$ cat src/rtl/sha1s_pkg.sv
// Shared types and constants of the SHA-1 stream hasher.
package sha1s_pkg;

    typedef logic [1:0]  t_cmd;
    typedef logic [31:0] t_word;

    typedef struct packed {
        t_word a;
        t_word b;
        t_word c;
        t_word d;
        t_word e;
    } t_work;

    localparam t_cmd CMD_INIT   = 2'd0;
    localparam t_cmd CMD_ABSORB = 2'd1;
    localparam t_cmd CMD_FINISH = 2'd2;

    localparam t_word K_0 = 32'h5A827999;
    localparam t_word K_1 = 32'h6ED9EBA1;
    localparam t_word K_2 = 32'h8F1BBCDC;
    localparam t_word K_3 = 32'hCA62C1D6;

    localparam t_word IV_0 = 32'h67452301;
    localparam t_word IV_1 = 32'hEFCDAB89;
    localparam t_word IV_2 = 32'h98BADCFE;
    localparam t_word IV_3 = 32'h10325476;
    localparam t_word IV_4 = 32'hC3D2E1F0;

    localparam logic [7:0] MARK_BYTE = 8'h80;
    localparam logic [5:0] LEN_POS   = 6'd56;
    localparam logic [5:0] LAST_POS  = 6'd63;
    localparam logic [6:0] LAST_ROUND = 7'd79;
    localparam logic [2:0] LAST_WORD_IDX = 3'd4;

endpackage

$ cat src/rtl/sha1s_if.sv
// Handshake channels of the SHA-1 stream hasher: command beats in, digest beats out.
interface sha1s_cmd_if;
    import sha1s_pkg::*;
    logic       valid;
    logic       ready;
    t_cmd       command;
    logic [7:0] data_byte;

    modport source (output valid, command, data_byte, input ready);
    modport sink   (input valid, command, data_byte, output ready);
endinterface

interface sha1s_dig_if;
    import sha1s_pkg::*;
    logic       valid;
    logic       ready;
    t_word      digest_word;
    logic [2:0] word_index;
    logic       last_word;

    modport source (output valid, digest_word, word_index, last_word, input ready);
    modport sink   (input valid, digest_word, word_index, last_word, output ready);
endinterface

$ cat src/rtl/sha1s_round.sv
// Shared SHA-1 round unit: one compression round and one message schedule step.
module sha1s_round (
    input  sha1s_pkg::t_work i_work,
    input  logic [6:0]       i_round,
    input  sha1s_pkg::t_word i_w0,
    input  sha1s_pkg::t_word i_w2,
    input  sha1s_pkg::t_word i_w8,
    input  sha1s_pkg::t_word i_w13,
    output sha1s_pkg::t_work o_work,
    output sha1s_pkg::t_word o_wnext
);
    import sha1s_pkg::*;

    t_word w_mix;
    t_word w_cur;
    t_word f_val;
    t_word k_val;
    t_word t_sum;

    // The first sixteen rounds recirculate the loaded words; later ones expand.
    assign w_mix = i_w13 ^ i_w8 ^ i_w2 ^ i_w0;
    assign w_cur = (i_round < 7'd16) ? i_w0 : {w_mix[30:0], w_mix[31]};

    always_comb begin
        if (i_round < 7'd20) begin
            f_val = (i_work.b & i_work.c) | (~i_work.b & i_work.d);
            k_val = K_0;
        end else if (i_round < 7'd40) begin
            f_val = i_work.b ^ i_work.c ^ i_work.d;
            k_val = K_1;
        end else if (i_round < 7'd60) begin
            f_val = (i_work.b & i_work.c) | (i_work.b & i_work.d) | (i_work.c & i_work.d);
            k_val = K_2;
        end else begin
            f_val = i_work.b ^ i_work.c ^ i_work.d;
            k_val = K_3;
        end
    end

    assign t_sum = {i_work.a[26:0], i_work.a[31:27]} + f_val + i_work.e + k_val + w_cur;

    assign o_work.a = t_sum;
    assign o_work.b = i_work.a;
    assign o_work.c = {i_work.b[1:0], i_work.b[31:2]};
    assign o_work.d = i_work.c;
    assign o_work.e = i_work.d;
    assign o_wnext  = w_cur;

endmodule

$ cat src/rtl/sha1_stream_hasher_core.sv
// SHA-1 stream hasher: byte absorber, padding sequencer and iterative compression.
//
// Usage: command beats arrive on i_cmd (init, absorb with data_byte, finish).
// An init or absorb is taken whenever the block is idle; the absorb that fills the
// 64th byte of a block starts a compression: 80 rounds through the
// single shared round unit, one per cycle, then a fold step that adds the result
// into the chaining words. i_cmd.ready is low during that time.
// Finish pushes the padding and length bytes one per cycle through the same
// byte path, pausing while each block that fills is compressed, then offers
// the five digest words on o_dig, word 0 first, the fifth with last_word set.
// The block takes no command until the fifth word beat is taken; a stalled
// receiver simply holds the block in that phase with the current word on the
// port. For long messages, each 64 absorbed bytes are followed by the
// compression loop, during which no further byte is taken.
// Reset (synchronous, active low) loads the initial chaining words and clears
// the bit count and fill position, which is the same as an init command.
module sha1_stream_hasher_core (
    input  logic        i_clk,
    input  logic        i_rst_n,
    sha1s_cmd_if.sink   i_cmd,
    sha1s_dig_if.source o_dig
);
    import sha1s_pkg::*;

    typedef enum logic [2:0] {
        ST_IDLE,
        ST_ROUND,
        ST_FOLD,
        ST_PAD,
        ST_OUT
    } t_state;

    typedef enum logic [2:0] {
        PD_NONE,
        PD_MARK,
        PD_ZERO,
        PD_LEN,
        PD_DONE
    } t_pad;

    t_state       r_state, n_state;
    t_pad         r_pad, n_pad;
    logic [5:0]   r_fill, n_fill;
    logic [63:0]  r_bits, n_bits;
    logic [63:0]  r_len, n_len;
    logic [2:0]   r_len_cnt, n_len_cnt;
    logic [2:0]   r_widx, n_widx;
    logic [6:0]   r_round, n_round;
    logic [511:0] r_buf, n_buf;
    t_word        r_chain [5];
    t_word        n_chain [5];
    t_work        r_work, n_work;

    logic         push_en;
    logic [7:0]   push_byte;
    t_work        rnd_work;
    t_word        rnd_w;
    t_work        chain_work;

    assign chain_work = '{a: r_chain[0], b: r_chain[1], c: r_chain[2],
                          d: r_chain[3], e: r_chain[4]};

    // The block buffer is a shift line: slot 0 is the oldest word.
    sha1s_round u_round (
        .i_work  (r_work),
        .i_round (r_round),
        .i_w0    (r_buf[511:480]),
        .i_w2    (r_buf[447:416]),
        .i_w8    (r_buf[255:224]),
        .i_w13   (r_buf[95:64]),
        .o_work  (rnd_work),
        .o_wnext (rnd_w)
    );

    assign i_cmd.ready       = (r_state == ST_IDLE);
    assign o_dig.valid       = (r_state == ST_OUT);
    assign o_dig.digest_word = r_chain[r_widx];
    assign o_dig.word_index  = r_widx;
    assign o_dig.last_word   = (r_widx == LAST_WORD_IDX);

    always_comb begin
        n_state   = r_state;
        n_pad     = r_pad;
        n_fill    = r_fill;
        n_bits    = r_bits;
        n_len     = r_len;
        n_len_cnt = r_len_cnt;
        n_widx    = r_widx;
        n_round   = r_round;
        n_buf     = r_buf;
        n_chain   = r_chain;
        n_work    = r_work;
        push_en   = 1'b0;
        push_byte = 8'd0;

        unique case (r_state)
            ST_IDLE: begin
                if (i_cmd.valid) begin
                    case (i_cmd.command)
                        CMD_INIT: begin
                            n_chain = '{IV_0, IV_1, IV_2, IV_3, IV_4};
                            n_bits  = 64'd0;
                            n_fill  = 6'd0;
                        end
                        CMD_ABSORB: begin
                            n_bits    = r_bits + 64'd8;
                            push_en   = 1'b1;
                            push_byte = i_cmd.data_byte;
                        end
                        CMD_FINISH: begin
                            n_len   = r_bits;
                            n_pad   = PD_MARK;
                            n_state = ST_PAD;
                        end
                        default: ;
                    endcase
                end
            end
            ST_PAD: begin
                push_en = 1'b1;
                case (r_pad)
                    PD_MARK: begin
                        push_byte = MARK_BYTE;
                        n_pad     = PD_ZERO;
                    end
                    PD_ZERO: begin
                        if (r_fill == LEN_POS) begin
                            push_byte = r_len[63:56];
                            n_len     = {r_len[55:0], 8'd0};
                            n_len_cnt = 3'd1;
                            n_pad     = PD_LEN;
                        end else begin
                            push_byte = 8'd0;
                        end
                    end
                    PD_LEN: begin
                        push_byte = r_len[63:56];
                        n_len     = {r_len[55:0], 8'd0};
                        n_len_cnt = r_len_cnt + 3'd1;
                        if (r_len_cnt == 3'd7) begin
                            n_pad = PD_DONE;
                        end
                    end
                    default: push_en = 1'b0;
                endcase
            end
            ST_ROUND: begin
                n_work  = rnd_work;
                n_buf   = {r_buf[479:0], rnd_w};
                n_round = r_round + 7'd1;
                if (r_round == LAST_ROUND) begin
                    n_state = ST_FOLD;
                end
            end
            ST_FOLD: begin
                n_chain[0] = r_chain[0] + r_work.a;
                n_chain[1] = r_chain[1] + r_work.b;
                n_chain[2] = r_chain[2] + r_work.c;
                n_chain[3] = r_chain[3] + r_work.d;
                n_chain[4] = r_chain[4] + r_work.e;
                if (r_pad == PD_DONE) begin
                    n_state = ST_OUT;
                    n_widx  = 3'd0;
                    // The length field counts toward the bit count; padding does not.
                    n_bits  = r_bits + 64'd64;
                end else if (r_pad == PD_NONE) begin
                    n_state = ST_IDLE;
                end else begin
                    n_state = ST_PAD;
                end
            end
            ST_OUT: begin
                if (o_dig.ready) begin
                    if (r_widx == LAST_WORD_IDX) begin
                        n_state = ST_IDLE;
                        n_pad   = PD_NONE;
                    end else begin
                        n_widx = r_widx + 3'd1;
                    end
                end
            end
            default: n_state = ST_IDLE;
        endcase

        // A byte that completes the block hands off to the round loop.
        if (push_en) begin
            n_buf  = {r_buf[503:0], push_byte};
            n_fill = r_fill + 6'd1;
            if (r_fill == LAST_POS) begin
                n_state = ST_ROUND;
                n_round = 7'd0;
                n_work  = chain_work;
            end
        end
    end

    always_ff @(posedge i_clk) begin
        if (!i_rst_n) begin
            r_state   <= ST_IDLE;
            r_pad     <= PD_NONE;
            r_fill    <= 6'd0;
            r_bits    <= 64'd0;
            r_len_cnt <= 3'd0;
            r_widx    <= 3'd0;
            r_round   <= 7'd0;
            r_chain   <= '{IV_0, IV_1, IV_2, IV_3, IV_4};
        end else begin
            r_state   <= n_state;
            r_pad     <= n_pad;
            r_fill    <= n_fill;
            r_bits    <= n_bits;
            r_len_cnt <= n_len_cnt;
            r_widx    <= n_widx;
            r_round   <= n_round;
            r_chain   <= n_chain;
        end
    end

    always_ff @(posedge i_clk) begin
        r_buf  <= n_buf;
        r_work <= n_work;
        r_len  <= n_len;
    end

endmodule

$ cat src/flat_wrapper.sv
// flat-port wrapper written by rule: the top's interface ports become plain ports
module sha1_stream_hasher_core_flat import sha1s_pkg::*;
  (i_clk, i_rst_n, i_cmd_valid, i_cmd_command, i_cmd_data_byte, i_cmd_ready, o_dig_valid, o_dig_digest_word, o_dig_word_index, o_dig_last_word, o_dig_ready);
  sha1s_cmd_if i_cmd_i ();
  sha1s_dig_if o_dig_i ();
  input  logic i_clk;
  input  logic i_rst_n;
  input wire logic [$bits(i_cmd_i.valid)-1:0] i_cmd_valid;
  input wire logic [$bits(i_cmd_i.command)-1:0] i_cmd_command;
  input wire logic [$bits(i_cmd_i.data_byte)-1:0] i_cmd_data_byte;
  output wire logic [$bits(i_cmd_i.ready)-1:0] i_cmd_ready;
  output wire logic [$bits(o_dig_i.valid)-1:0] o_dig_valid;
  output wire logic [$bits(o_dig_i.digest_word)-1:0] o_dig_digest_word;
  output wire logic [$bits(o_dig_i.word_index)-1:0] o_dig_word_index;
  output wire logic [$bits(o_dig_i.last_word)-1:0] o_dig_last_word;
  input wire logic [$bits(o_dig_i.ready)-1:0] o_dig_ready;
  assign i_cmd_i.valid = i_cmd_valid;
  assign i_cmd_i.command = i_cmd_command;
  assign i_cmd_i.data_byte = i_cmd_data_byte;
  assign i_cmd_ready = i_cmd_i.ready;
  assign o_dig_valid = o_dig_i.valid;
  assign o_dig_digest_word = o_dig_i.digest_word;
  assign o_dig_word_index = o_dig_i.word_index;
  assign o_dig_last_word = o_dig_i.last_word;
  assign o_dig_i.ready = o_dig_ready;
  sha1_stream_hasher_core u_core (.i_clk(i_clk), .i_rst_n(i_rst_n), .i_cmd(i_cmd_i), .o_dig(o_dig_i));
endmodule
$ cat config.mk
export PLATFORM = sky130hd
export DESIGN_NAME = sha1_stream_hasher_core_flat
export DESIGN_NICKNAME = d
export VERILOG_FILES = /design/src/rtl/sha1s_pkg.sv /design/src/rtl/sha1s_if.sv /design/src/rtl/sha1s_round.sv /design/src/rtl/sha1_stream_hasher_core.sv /design/src/flat_wrapper.sv
export SDC_FILE = /design/constraint.sdc
export NUM_CORES = 2
export LEC_CHECK = 0
export CORE_MARGIN = 2
export CORE_UTILIZATION = 50
export CTS_CLUSTER_DIAMETER = 100
export DETAILED_ROUTE_END_ITERATION = 12
export DONT_BUFFER_PORTS = 1
export PLACE_DENSITY_LB_ADDON = 0.25
export SLEW_MARGIN = 10
export SYNTH_ARGS = -nofsm -noshare
export SYNTH_HDL_FRONTEND = slang
export SYNTH_SLANG_ARGS = --single-unit
export TNS_END_PERCENT = 50
$ cat constraint.sdc
create_clock -name i_clk -period 35.4 [get_ports i_clk]
set_input_delay 5.31 -clock i_clk [delete_from_list [all_inputs] [get_ports i_clk]]
set_output_delay 5.31 -clock i_clk [all_outputs]
set_load 0.01 [all_outputs]
==> out/metrics.cfg <==
[synth]
ys_ff_latch = 979
netlist_area_um2 = 55300
synth-edff-count = 573
yosysUniqueCellTypes = 89
syn_area_per_cell_um2 = 8.83
synth_ff_type = edfxtp_1
synth_cells = 6256
yosysWarningCount = 0
yosysSeqAreaShare = 0.458
synth_fp_nets = 6617
async_flop_share = 0

[cells_and_area]
antenna_cells = 0
layout.cells.most_common = nand2_1
ff_latch_area_um2 = 25300
layout_common_cells = nand2_1 (2066), edfxtp_1 (573), nor2_1 (450)
drive_gt1_frac = 0.0560
nets = 6479
fin_area_um2 = 60100
syn_to_final_growth_pct = 8.69
multi_input_area_um2 = 27900
fillers = 9931

[clock_network]
cts_tree = yes
clock_latency_ns = 0.72
cts_inserted_buffers = 107
cts-root-buf = clkbuf_16
clk_path_buf_depth = 3
clk_pin_slew_ns = 0.06
cts_num_sinks = 979
post-cts-setup-buffers = 0
cts_resized = 0
h-tree-depth = 3
postCtsHoldBufs = 0

[global_routing]
grtUsageTotal = 0.260
grt_pass1_wl_um = 232000
grt_max_degree = 251
grt-ovfl-total = 0
grt_pass1_vias = 41006
antenna_found_initial = 3

[die]
die_w_um = 336
start_util = 0.506
core_um2 = 109000
die-area_um2 = 113000
ios = 52
die_y_um = 336
row_count = 121

[timing]
fmaxAchievable_ghz = 0.108
rsz0062_at_grt = no
drv_slew = 0
setup_tns_ns = 0
min_period_ns = 9.24
fin_worst_skew_ns = 0.0476
fin_ws_ns = 26.16
worst_slew_pin_slew_ns = 1.21
hold_viol_final = 0
finalSetupViolations = 0
max_slew_margin = 0.194
post-route-period-util = 0.261

[route]
ant_nets = 0
drc = 0
vias_per_cell = 5.73
vias = 44072
drt-initial-drc-count = 4433
routedWlPerCell_um = 19.5
wl_um = 150000
drtPass1Iterations = 6

[critical_path]
startpoint_type = primary input
cp.arrival_ns = 9.55
worstPathMaxFanout = 85
cp.required_ns = 35.71
ff2ff_path_depth = 27
reg2reg_from = u_core.r_round[4]$_SDFF_PN0_
path_common_cell = buf_4
crit_path_end_kind = register
slowest_stage = buf_4
r2r-end = u_core.r_work[159]$_DFF_P_
r2r_setup_slack_ns = 27.59
crit_family = buffers and inverters
path_class = in -> reg
path_cells = inv_1 > nor2_1 > nand3_1 > and2_4 > nand2_4 > buf_4 > buf_4 > buf_4
crit_buf_inv = 4
slowest_delay_ns = 0.92

[hold_path]
hold_class = reg -> reg
min_path_cells = 1
min_from = u_core.r_len_cnt[0]$_SDFFE_PN0P_
holdPathEnd = u_core.r_len_cnt[0]$_SDFFE_PN0P_

[placement]
place_area_um2 = 56500
place_hpwl_um = 101000
finalWeightedCongestion = 0.965
place_ws_ns = 25.42
io_buffers = 0

[power]
power_density_nw_per_um2 = 87.9
p_leak_nw = 25.0
max-vdd-ir-drop_v = 0.000106

[flow_run]
maxCapViolCount = 0

[status]
status = finished clean

==> power breakdown <==
part | switching [mW] | internal (mW) | leakage [nW]
sequential | 0.215 | 1.37 | 8.68
combinational | 1.48 | 1.08 | 14.6
clock | 0.492 | 0.647 | 1.74
total | 2.19 | 3.09 | 25.0
==> cells by family after synthesis <==
logic type	count (synthesis)	share of synthesized area
simple gates	2874	0.210
compound gates	1107	0.125
flops	979	0.458
buf+inv	557	0.0385
fa+ha+maj	347	0.0949
xor+xnor	290	0.0460
mux	102	0.0269
==> worst max path at each step <==
| stage | startpoint | end | slack, ns | depth (start not counted) |
|---|---|---|---|---|
| floorplan | i_cmd_command[0] | u_core.r_buf[0]$_DFFE_PP_ | 16.87 | 8 |
| global placement | i_cmd_command[0] | u_core.r_buf[389]$_DFFE_PP_ | 25.54 | 8 |
| detailed placement | i_cmd_command[0] | u_core.r_buf[356]$_DFFE_PP_ | 25.42 | 8 |
| CTS | i_cmd_command[0] | u_core.r_buf[277]$_DFFE_PP_ | 26.17 | 8 |
| global route | i_cmd_command[0] | u_core.r_buf[509]$_DFFE_PP_ | 25.75 | 8 |
| finish | i_cmd_command[0] | u_core.r_buf[348]$_DFFE_PP_ | 26.16 | 8 |
==> worst register-to-register path, delay by kind of cell, from the launching register on <==
| kind | cells | cell delay (ns) |
|---|---|---|
| flip-flops | 1 | 0.49 |
| AO/OA/AOI/OAI | 8 | 2.50 |
| XOR/XNOR | 1 | 0.16 |
| AND/OR/NAND/NOR | 6 | 1.06 |
| buffers and inverters | 7 | 1.49 |
| adder cells (fa/ha/maj) | 5 | 1.92 |
==> area by class of cell <==
| cell class | instances | area share |
|---|---|---|
| well taps | 1476 | 0.0307 |
| flip-flops and latches | 979 | 0.422 |
| clock inverters | 60 | 0.0104 |
| inverters | 262 | 0.0166 |
| multi-input cells | 4720 | 0.464 |
| repair buffers | 48 | 0.00704 |
| clock buffers | 142 | 0.0490 |
==> cells in the mapped netlist, types with 27 or more instances <==
cell type | instances | area, um2
o21ai_0 | 237 | 1190
nand3_1 | 73 | 365
dfxtp_1 | 406 | 8130
and3_1 | 27 | 169
nor2b_1 | 30 | 188
nand2b_1 | 29 | 181
o22ai_1 | 57 | 357
a21oi_1 | 281 | 1410
edfxtp_1 | 573 | 17200
mux2_2 | 53 | 597
nand2_1 | 2069 | 7770
xor2_1 | 88 | 771
fa_1 | 120 | 2400
nor2_1 | 454 | 1700
inv_1 | 257 | 965
a22oi_1 | 50 | 375
nand4_1 | 34 | 213
a31oi_1 | 166 | 1040
a21o_1 | 98 | 736
ha_1 | 227 | 2840
clkbuf_1 | 279 | 1050
xnor2_1 | 202 | 1770
nor3_1 | 58 | 290
o21bai_1 | 28 | 210
mux4_2 | 32 | 721
==> through the flow <==
| step | power [mW] | instances | util | hold WS [ns] |
|---|---|---|---|---|
| floorplan | 3.52 | 6256 | - | 0.443 |
| global placement | 4.05 | 7485 | 0.517 | 0.456 |
| detailed placement | 4.09 | 7485 | 0.517 | 0.466 |
| CTS | 5.25 | 7687 | 0.549 | 0.477 |
| global route | 5.67 | 7687 | 0.549 | 0.502 |
| finish | 5.28 | 7687 | 0.549 | 0.480 |
==> layer usage <==
layer / track usage / routed length, um / part of all wire / vias up
li1: - / - / - / 21097
met1: 0.377 / 68500 / 0.46 / 21355
met2: 0.399 / 66800 / 0.44 / 1368
met3: 0.0381 / 9820 / 0.065 / 252
met4: 0.0916 / 5040 / 0.034 / 0
met5: 0 / 0 / 0 / -
==> flip-flops by register name, summed over array words and instances, names as in the netlist <==
signal,flops
u_core.r_buf,512
u_core.chain_work,160
u_core.r_work,160
u_core.r_bits,61
u_core.r_len,61
u_core.r_round,7
u_core.r_fill,6
u_core.o_dig.word_index,3
u_core.r_len_cnt,3
u_core.r_pad,3
u_core.r_state,3
Power figures use the tool's default switching activity.
